===== config.mk =====
export PLATFORM = sky130hd
export DESIGN_NAME = oam_ram
export DESIGN_NICKNAME = d
export VERILOG_FILES = /design/src/oam_ram.sv
export SDC_FILE = /design/constraint.sdc
export NUM_CORES = 2
export LEC_CHECK = 0
export BUFFER_PORTS_ARGS = -buffer_cell sky130_fd_sc_hd__buf_2
export CAP_MARGIN = 10
export CORE_ASPECT_RATIO = 0.5
export CORE_MARGIN = 1.5
export CORE_UTILIZATION = 50
export CTS_CLUSTER_DIAMETER = 30
export DETAILED_ROUTE_END_ITERATION = 6
export PLACE_DENSITY = 0.73
export SLEW_MARGIN = 30
export SYNTH_ARGS = -nofsm -noshare
export SYNTH_HDL_FRONTEND = slang
export SYNTH_SLANG_ARGS = --single-unit

===== constraint.sdc =====
create_clock -name clk -period 3.1 [get_ports clk]
set_input_delay 0.31 -clock clk [delete_from_list [all_inputs] [get_ports clk]]
set_output_delay 0.31 -clock clk [all_outputs]
set_load 0.03 [all_outputs]

===== src/oam_ram.sv =====
module oam_ram #(
    parameter int WIDTH = 8,
    parameter int DEPTH = 256
) (
    input  logic                     clk,
    input  logic                     we,
    input  logic [$clog2(DEPTH)-1:0] waddr,
    input  logic [WIDTH-1:0]         wdata,
    input  logic                     re,
    input  logic [$clog2(DEPTH)-1:0] raddr,
    output logic [WIDTH-1:0]         rdata
);

    logic [WIDTH-1:0] mem [DEPTH];
    logic [WIDTH-1:0] rdata_reg;

    always_ff @(posedge clk)
    begin
        if (we)
        begin
            mem[waddr] <= wdata;
        end
        if (re)
        begin
            rdata_reg <= mem[raddr];
        end
    end

    assign rdata = rdata_reg;

endmodule


Yosys cells after proc, flatten, opt, wreduce, memory -nomap -nowiden

Memories as Yosys holds them, arrays and structs flattened. A register that Yosys moved wholly into a read port is not among the register bits.
Index checks and enable logic that the tools add are counted.

Memories: 1
Word-level logic and storage cells: 3
Output and inout port bits: 8
Bits in writable memories: 2,048
Register bits: 0
Bits of input ports: 27

Multiplexer cells: 2

Memory list:

| name | depth | width | rd ports | clocked after memory_dff | wr ports | RTL line | source |
|---|---|---|---|---|---|---|---|
| mem  | 256   | 8     | 1        | 1                        | 1        | 14       | `logic [WIDTH-1:0] mem [DEPTH];` |

Operators by type and width:

| kind   | number |
|---|---|
| $mux 1 | 2 |

Depth between registers and ports, before layout

Word-level depth: 2
Depth in mapped cells: 11
Mapped depth without buffers: 6

Worst setup path after synthesis

No wires, ideal clock.

Path kind: input port to flip-flop
From: input port raddr[0]
To: register rdata_reg[2], in the netlist rdata[2] (read register of mem), data pin
Path slack: 0.714 ns
Arrival time: 2.117 ns
Stages on the path: 9
Library setup time: 0.269 ns
Path buffers: 4
Data required time: 2.831 ns
Cell sequence: buf_6 -> buf_12 -> buf_8 -> buf_2 -> mux4_2 -> a22oi_1 -> a21oi_1 -> nor4_1 -> nor4_2

RTL lines:

| item        | RTL line | source |
|---|---|---|
| from (decl) | 10       | `input logic [$clog2(DEPTH)-1:0] raddr,` |
| to (decl)   | 15       | `logic [WIDTH-1:0] rdata_reg;` |

==> out/qor.yml <==
timing:
  timing.final.crit_share: 0.942
  worstMarginPinSlew_ns: 1.03
  rsz0062_at_grt: "no"
  fin_setup_tns_ns: 0
  slew-limit-headroom: 0.316
  slew_viol_final: 0
  hold_viol_final: 0
  min_period_ns: 2.92
  fmax_mhz: 343
  hold_ws_ns: 0.0427
  skew_ns: 0.0560
  fin_ws_ns: 0.181
  setup_violations: 0
global_route:
  grt_start_max_net_pins: 109
  grt_pass1_wl_mm: 289
  antenna_found_initial: 14
  gr-total-overflow: 0
  grt_pass1_vias: 41822
  track_usage: 0.247
placement:
  dp_hpwl_mm: 122
  placed_area_mm2: 0.0853
  placed_cells: 6085
  post-place-ws_ns: -0.356
  globalplace.congestion: 0.897
  portBuffers: 34
worst_setup_path:
  cp-end-kind: "flop"
  critPathRequiredTime_ns: 3.68
  critPathKind: "flop to flop"
  rrSetupSlack_ns: 0.18
  worst_ep_arrival_time_ns: 3.50
  r2r_cells: 7
  worst-path-max-fanout: 1
  worstSetupStartpointType: "flop"
  r2r_end: "rdata[6]"
  reg2reg_from: "mem[83][6]"
hold_path:
  hold_class: "input pin to flop"
  hold_start: "wdata[6]"
  min_path_cells: 1
  min_to: "mem[40][6]"
power:
  p_sw_mw: 13.9
  p_clk_frac: 0.464
  internal-power_mw: 49.0
  powerDensity_mw_per_mm2: 671
  p_leak_nw: 30.0
  power.total_mw: 62.8
  power_frac_comb: 0.047
  p_sw_frac: 0.221
  peakVddDrop_uv: 700
  p_seq_frac: 0.489
cells_and_area:
  stdcell_area_mm2: 0.0936
  area_delta_synth_final_pct: 17.5
  finalNonFillerCells: 6532
  final_common_cell: "edfxtp_1"
  fin_util: 0.592
  n_fill_cell: 10718
  largest_reg_flops: 2048
  layout_common_cells: "edfxtp_1 (2056), mux4_2 (454), buf_4 (393)"
  nNetsFinal: 4249
  drive_gt1_frac: 0.308
yosys:
  synth_compound_area_frac: 0.0342
  synth-seq-cells: 2056
  yosysWarnings: 0
  syn_inst: 3733
  syn_area_mm2: 0.0796
  yosysSeqAreaShare: 0.775
  synth_mux_area_frac: 0.146
  yosys.cell_types.count: 54
  synth_top_family_by_area: "multiplexers"
  yosys.area_share.simple: 0.0263
  synth_ff_type: "edfxtp_1"
  synth_xor_area_frac: 0
  synth_fp_nets: 3760
  synth_area_per_cell_um2: 21.3
  async_flop_share: 0
  synth_edf_count: 2056
  synthAdderAreaFrac: 0
cts:
  root_buffer: "clkbuf_16"
  cts_inserted_buffers: 233
  tritoncts: "yes"
  numClockSinks: 2056
  clock_latency_ns: 0.86
  htree_levels: 4
  clk_pin_slew_ns: 0.06
  cts_max_path_buffers: 3
route:
  final_antenna_net_count: 0
  drtIter0Drc: 6156
  drt_wl_total_mm: 199
  vias: 41433
  route.detailed.drc: 0
  drt_pass1_iterations: 5
  viasPerCell: 6.34
  wl_per_cell_um: 30.4
outcome:
  status: "finished, final reports clean"
floorplanning:
  die_y_um: 285
  core_area_mm2: 0.158
  io_pins: 35
  start_util: 0.504
  die_w_um: 567
  fp.dieArea_mm2: 0.162
  row_count: 103
job:
  cap_violations: 0
==> layout make-up <==
| type | instances | area [µm²] | share of cell area |
|---|---|---|---|
| clock inverters | 191 | 2420 | 0.0259 |
| clock buffers | 250 | 5890 | 0.0630 |
| repair buffers | 487 | 4410 | 0.0471 |
| diodes | 4 | 10.0 | 0.000107 |
| inverters | 2 | 7.51 | 0.0000802 |
| flip-flops and latches | 2056 | 61700 | 0.660 |
| multi-input cells | 1442 | 16500 | 0.176 |
| well taps | 2100 | 2630 | 0.0281 |
==> power by group through the flow <==
stage                     logic [mW]  registers (mW)  clock network [mW]
after global placement          2.86            31.3                   0
after floorplan                 1.49            31.3                   0
after global routing            3.10            30.7                30.5
after CTS                       2.96            30.7                29.4
final                           2.98            30.7                29.1
after detailed placement        2.93            31.3                   0
==> worst max-delay path by stage <==
stage / start / end / slack [ns]
2_1_floorplan: raddr[0] / rdata[2] / 0.71
3_3_place_gp: raddr[0] / rdata[0] / -0.85
3_5_place_dp: raddr[0] / rdata[4] / -0.36
4_1_cts: mem[83][6] / rdata[6] / 0.29
5_1_grt: mem[80][5] / rdata[5] / 0.23
6_report: mem[83][6] / rdata[6] / 0.18
==> cell families (layout without fill, tap and decap cells) <==
kind of cell,Yosys count,in the layout
flops,2056,2056
mux,591,591
simple gates,466,466
compound gates,385,385
buf+inv,235,930
other cells,0,4
==> critical path: stages, from the launching register on <==
cell	delay, ns
edfxtp_1	0.38
mux4_2	0.49
a22o_1	0.28
a221oi_2	0.41
o32ai_2	0.19
nor3_1	0.59
buf_4	0.26
nor4_2	0.05
==> timing repair <==
item / CTS / global route
endpoints found under the setup margin: 0 / 0
hold buffers: 2 / 0
gates resized for setup: 0 / 0
endpoints found under the hold margin: 45 / 0
setup buffers: 0 / 0
==> layer usage <==
layer  vias to the layer above  GRT usage  wire length, µm
met3                       386     0.0581            24000
met1                     21542      0.345            74500
met4                         0     0.0792             6170
li1                      16779          -                -
met5                         -          0                0
met2                      2726      0.390            94200
==> cell usage after synthesis (3+ instances only) <==
| library cell | n | area (µm²) |
|---|---|---|
| edfxtp_1 | 2056 | 61700 |
| mux4_2 | 454 | 10200 |
| nor2_1 | 282 | 1060 |
| mux2i_1 | 134 | 1340 |
| a22oi_1 | 133 | 998 |
| clkbuf_1 | 111 | 417 |
| a21oi_1 | 96 | 480 |
| o221ai_1 | 46 | 403 |
| nand3_1 | 34 | 170 |
| nand2_1 | 33 | 124 |
| buf_2 | 31 | 155 |
| nor2b_1 | 31 | 194 |
| o22ai_1 | 28 | 175 |
| buf_4 | 27 | 203 |
| nor4_1 | 24 | 150 |
| buf_1 | 22 | 82.6 |
| nor3_1 | 22 | 110 |
| buf_6 | 21 | 236 |
| a211oi_1 | 16 | 120 |
| a221oi_1 | 13 | 114 |
| buf_8 | 13 | 195 |
| nand4_1 | 10 | 62.6 |
| o211ai_1 | 10 | 75.1 |
| o21ai_0 | 10 | 50.1 |
| a22o_1 | 8 | 70.1 |
| buf_12 | 8 | 160 |
| nand2b_1 | 8 | 50.1 |
| and2_1 | 6 | 37.5 |
| o22a_1 | 5 | 43.8 |
| o32ai_1 | 4 | 35.0 |
| or2_2 | 4 | 25.0 |
| nor4_2 | 3 | 37.5 |
No activity file was read; power rests on OpenSTA's default activity.
