`src/oam_pkg.sv`:
```
package oam_pkg;

    localparam int MAX_DIM = 4096;
    localparam int CNT_W   = 12;
    localparam int DIM_W   = 13;
    localparam int OFS_W   = 14;
    localparam int POS_W   = 25;
    localparam int IDX_W   = 16;

    localparam logic [DIM_W-1:0] DIM_RESET = 13'd256;

    localparam logic REQ_MASK  = 1'b0;
    localparam logic REQ_PIXEL = 1'b1;

    localparam logic MODE_CUTOUT = 1'b0;
    localparam logic MODE_HOLLOW = 1'b1;

    localparam logic [2:0] REG_IMAGE_WIDTH  = 3'd0;
    localparam logic [2:0] REG_IMAGE_HEIGHT = 3'd1;
    localparam logic [2:0] REG_MASK_WIDTH   = 3'd2;
    localparam logic [2:0] REG_MASK_HEIGHT  = 3'd3;
    localparam logic [2:0] REG_OFFSET_X     = 3'd4;
    localparam logic [2:0] REG_OFFSET_Y     = 3'd5;
    localparam logic [2:0] REG_MASK_MODE    = 3'd6;

    typedef struct packed {
        logic [CNT_W-1:0] col;
        logic [CNT_W-1:0] row;
        logic             last;
    } cnt_t;

    // 0 acts as 1, anything above MAX_DIM acts as MAX_DIM
    function automatic logic [DIM_W-1:0] clamp_dim(input logic [DIM_W-1:0] v);
        logic [DIM_W-1:0] r;
        r = v;
        if (v == '0)
        begin
            r = DIM_W'(1);
        end
        else if (v > DIM_W'(MAX_DIM))
        begin
            r = DIM_W'(MAX_DIM);
        end
        return r;
    endfunction

endpackage

```
`src/oam_cnt.sv`:
```
module oam_cnt
    import oam_pkg::*;
(
    input  logic             clk,
    input  logic             rst_n,
    input  logic             step,
    input  logic [DIM_W-1:0] width,
    input  logic [DIM_W-1:0] height,
    output cnt_t             status
);

    logic [CNT_W-1:0] col_reg, col_next;
    logic [CNT_W-1:0] row_reg, row_next;
    logic             col_end, row_end;

    // compare with >= so a shrunk frame size still wraps
    assign col_end = ({1'b0, col_reg} + DIM_W'(1)) >= width;
    assign row_end = ({1'b0, row_reg} + DIM_W'(1)) >= height;

    always_comb
    begin
        col_next = col_reg;
        row_next = row_reg;
        if (step)
        begin
            if (col_end)
            begin
                col_next = '0;
                row_next = row_end ? '0 : row_reg + CNT_W'(1);
            end
            else
            begin
                col_next = col_reg + CNT_W'(1);
            end
        end
    end

    always_ff @(posedge clk or negedge rst_n)
    begin
        if (!rst_n)
        begin
            col_reg <= '0;
            row_reg <= '0;
        end
        else
        begin
            col_reg <= col_next;
            row_reg <= row_next;
        end
    end

    assign status.col  = col_reg;
    assign status.row  = row_reg;
    assign status.last = col_end && row_end;

endmodule

```
`config.mk`:
```
export PLATFORM = sky130hd
export DESIGN_NAME = oam_cnt
export DESIGN_NICKNAME = d
export VERILOG_FILES = /design/src/oam_pkg.sv /design/src/oam_cnt.sv
export SDC_FILE = /design/constraint.sdc
export NUM_CORES = 1
export LEC_CHECK = 0
export BUFFER_PORTS_ARGS = -buffer_cell sky130_fd_sc_hd__buf_4
export CAP_MARGIN = 0
export CORE_ASPECT_RATIO = 1.5
export CORE_MARGIN = 2
export CORE_UTILIZATION = 58
export CTS_CLUSTER_DIAMETER = 150
export DETAILED_ROUTE_END_ITERATION = 7
export PLACE_DENSITY_LB_ADDON = 0.2
export SLEW_MARGIN = 20
export SYNTH_ARGS = -nofsm -noshare
export SYNTH_HDL_FRONTEND = slang
export SYNTH_SLANG_ARGS = --single-unit
export TNS_END_PERCENT = 50
```
`constraint.sdc`:
```
create_clock -name clk -period 8.2 [get_ports clk]
set_clock_uncertainty 0.15 [all_clocks]
set_input_delay 1.23 -clock clk [delete_from_list [all_inputs] [get_ports clk]]
set_output_delay 1.23 -clock clk [all_outputs]
set_load 0.005 [all_outputs]
```
# ---- Word-level counts from Yosys, hierarchy flattened
# Cells that the tools add are included.
dict set report totals {
  ff_bits 24
  word_cells 12
}
dict set report op_classes {
  add_sub_neg 4
  n_lt_le_gt_ge 2
  n_mux 2
  reduce_logical 2
}
# cell count
set ops {}
lappend ops {{adder 12 x 1 -> 13 bit, second input constant} 2}
lappend ops {{greater-or-equal comparator 13 bit} 2}
lappend ops {{adder 12 x 1 -> 12 bit, second input constant} 2}
lappend ops {{2-to-1 mux 12 bit} 2}
lappend ops {{AND reduction 2 bit} 1}
lappend ops {{logical AND 1 bit} 1}

# ---- Depth between registers and ports, before layout
dict set report depth {
  depth_word 3
  ltp_mapped 13
  depth_no_buf 12
}

# ---- Least setup slack after synthesis
# No wires, ideal clock.
dict set report synth_timing {
  kind {input port to output port}
  startpoint {in height[0]}
  endpoint {out status[0] (netlist name)}
  arrival_ns 2.620
  setup_slack_ns 4.200
  cell_stages 6
  path_buffers 0
  path_cell_list {ha_1 -> nand2b_4 -> a2111oi_4 -> o21ai_1 -> a221o_2 -> a21boi_0}
}
# item line
set synth_rtl {}
lappend synth_rtl {{start, declared} oam_cnt.sv:8} ;# input logic [DIM_W-1:0] height,
lappend synth_rtl {{end, declared} oam_cnt.sv:9} ;# output cnt_t status

==> reports/metrics.cfg <==
[pwr]
p_leak_nw = 1.42
total_power_uw = 389
powerDensity_nw_per_um2 = 151
vdd_ir_drop_max_mv = 0.164

[sta]
hold_violations = 0
tightest_slew_ns = 0.824
post-route-min-period_ns = 4.46
max_freq_ghz = 0.224
holdWs_ns = 0.380
slew_violations = 0
setup_violations = 0
tns_ns = 0
rsz0062_at_grt = false
period_share_pct = 54.3
max_slew_margin_pct = 44.9

[routing]
wl_per_cell_um = 14.3
drt_wl_total_um = 4650
routed.top_layer = met4
met3WireLength_um = 156
drcViolationCount = 0
wl_met1_um = 1800
wl_met2_um = 2620
vias_per_cell = 5.78
via_count = 1874
drtIter0Drc = 44
antenna_left = 0
dr.pass1.iters = 4

[synth]
synthArstFlopShare_pct = 100
netlist_area_um2 = 2080
synthTopCellsByArea = dfrtp_1 29%, ha_1 18%, inv_1 5.0%
syn_inst = 229
synth_top_area_share_pct = 28.8
yosysUniqueCellTypes = 48
syn_avg_cell_area_um2 = 9.10
yosysTopAreaCell = dfrtp_1
synth_top_flop_cell = dfrtp_1
ys_ff_latch = 24
synth_nets = 288
yosys_warnings = 0
synth_edf_count = 0
yosysSeqAreaShare_pct = 28.8

[clock_tree]
cts_setup_buffers = 0
clk_latency_ns = 0.26
clk_pin_slew_ns = 0.08
clockBufferDepth = 2
cts_hold_buf = 0
postCtsResizedCells = 0
cts_buffers = 3
cts_tree = built
clockRootBuffer = clkbuf_8
cts_sinks = 24
ctsHtreeMaxLevel = 1

[die]
dieWidth_um = 53.0
rows = 26
die_area_um2 = 4100
core_um2 = 3420
die_y_um = 77.4
ioPinCount = 54
initial_core_util_pct = 61.0

[global_route]
antenna_found_initial = 0
grt_pass1_wl_um = 7890
grt_pass1_vias = 1861
grt_max_degree = 25
track_usage_pct = 24.9
overflow = 0

[critical_path]
path_cells = nand4_1 -> nor3_1 -> xor2_1 -> ha_1 -> a21o_2 -> a21o_1 -> a221o_2 -> a21boi_0 -> buf_4
critPathBufInv = 1
cp-end-kind = primary output
crit_required_ns = 6.82
slowest_stage = dfrtp_1
crit_family = compound AO/OA/AOI/OAI gates
critPathKind = reg -> out
crit_fanout = 9
cp.arrival_ns = 3.08
critPathMaxStageDelay_ns = 0.55
start_kind = flip-flop

[placed_design]
place_hpwl_um = 3830
numPortBuffers = 53
gp_congestion = 0.813

[finish]
area_growth_pct = 23.4
finalCoreUtilization_pct = 75.3
layout-drive-gt1-share_pct = 23.8
layout_common_cells = 53 x buf_4, 30 x ha_1, 28 x inv_1, 24 x dfrtp_1, 17 x nand2_1
antenna_cells = 0
final_common_cell = buf_4
nets = 342

[run]
drv_cap = 0

[run_status]
status = finished, final reports clean

[min_path]
min_path_type = reg -> reg

-- synth_stat cells (all sizes together) (2+ instances only) --
| library cell | number |
|---|---|
| a211oi | 2 |
| a21o | 6 |
| a21oi | 4 |
| a22o | 8 |
| a31oi | 2 |
| a32o | 8 |
| and4 | 4 |
| buf | 2 |
| clkbuf | 2 |
| dfrtp | 24 |
| ha | 30 |
| inv | 28 |
| nand2 | 17 |
| nand2b | 3 |
| nand3 | 9 |
| nand4 | 6 |
| nor2 | 13 |
| nor2b | 2 |
| nor3 | 6 |
| o21ai | 11 |
| o21bai | 3 |
| xnor2 | 8 |
| xor2 | 12 |
-- cells by family (layout without fill, tap and decap cells) --
| kind of cell | after synthesis | after routing | synth area share, % |
|---|---|---|---|
| AO/OA/AOI/OAI | 56 | 56 | 21.8 |
| XOR/XNOR | 20 | 20 | 8.40 |
| adder cells (fa/ha/maj) | 30 | 30 | 18.0 |
| buffers and inverters | 33 | 86 | 6.06 |
| flip-flops | 24 | 24 | 28.8 |
| multiplexers | 1 | 1 | 0.480 |
| AND/OR/NAND/NOR | 65 | 65 | 16.4 |
-- metal layers --
metal / vias up / track usage (%)
met5: - / 0
met4: 0 / 7.69
met2: 56 / 48.0
li1: 933 / -
met1: 880 / 27.2
met3: 5 / 1.92
-- power breakdown --
group	internal, mW	switching, mW	leakage, nW
registers	0.132	0.0268	0.321
logic	0.0854	0.0672	1.07
clock network	0.0428	0.0349	0.0288
total	0.260	0.129	1.42
-- worst paths after layout --
kind	slack [ns]	cells after the start	endpoint	start
setup / recovery	3.74	9	status[0]	row_reg[4]
hold / removal	0.38	2	row_reg[11]	row_reg[11]
setup reg to reg	4.46	11	row_reg[2]	col_reg[0]
hold reg to reg	0.38	2	row_reg[11]	row_reg[11]
max in group asynchronous	6.98	1	col_reg[3]	rst_n
min in group asynchronous	0.69	1	col_reg[1]	rst_n
-- through the flow --
step	setup slack, ns	std cells	instance area [um2]
after floorplan	4.20	229	2080
after global placement	3.84	320	2520
after detailed placement	3.83	320	2520
after CTS	3.71	324	2570
after global routing	3.48	324	2570
final	3.74	324	2570
-- layout make-up --
type                            count  area, um2
Tap cell                           42       52.6
Multi-Input combinational cell    172       1360
Timing Repair Buffer               53        398
Clock buffer                        4       55.1
Inverter                           29        109
Fill cell                         258        843
Sequential cell                    24        601
-- worst reg2reg max path, delay by kind of cell, from the launching register on --
kind | cells | cell delay [ns]
flip-flops | 1 | 0.48
adder cells (fa/ha/maj) | 2 | 0.52
AND/OR/NAND/NOR | 4 | 0.67
XOR/XNOR | 1 | 0.25
AO/OA/AOI/OAI | 4 | 1.57
Note: power is estimated with default switching activity, not from simulation.
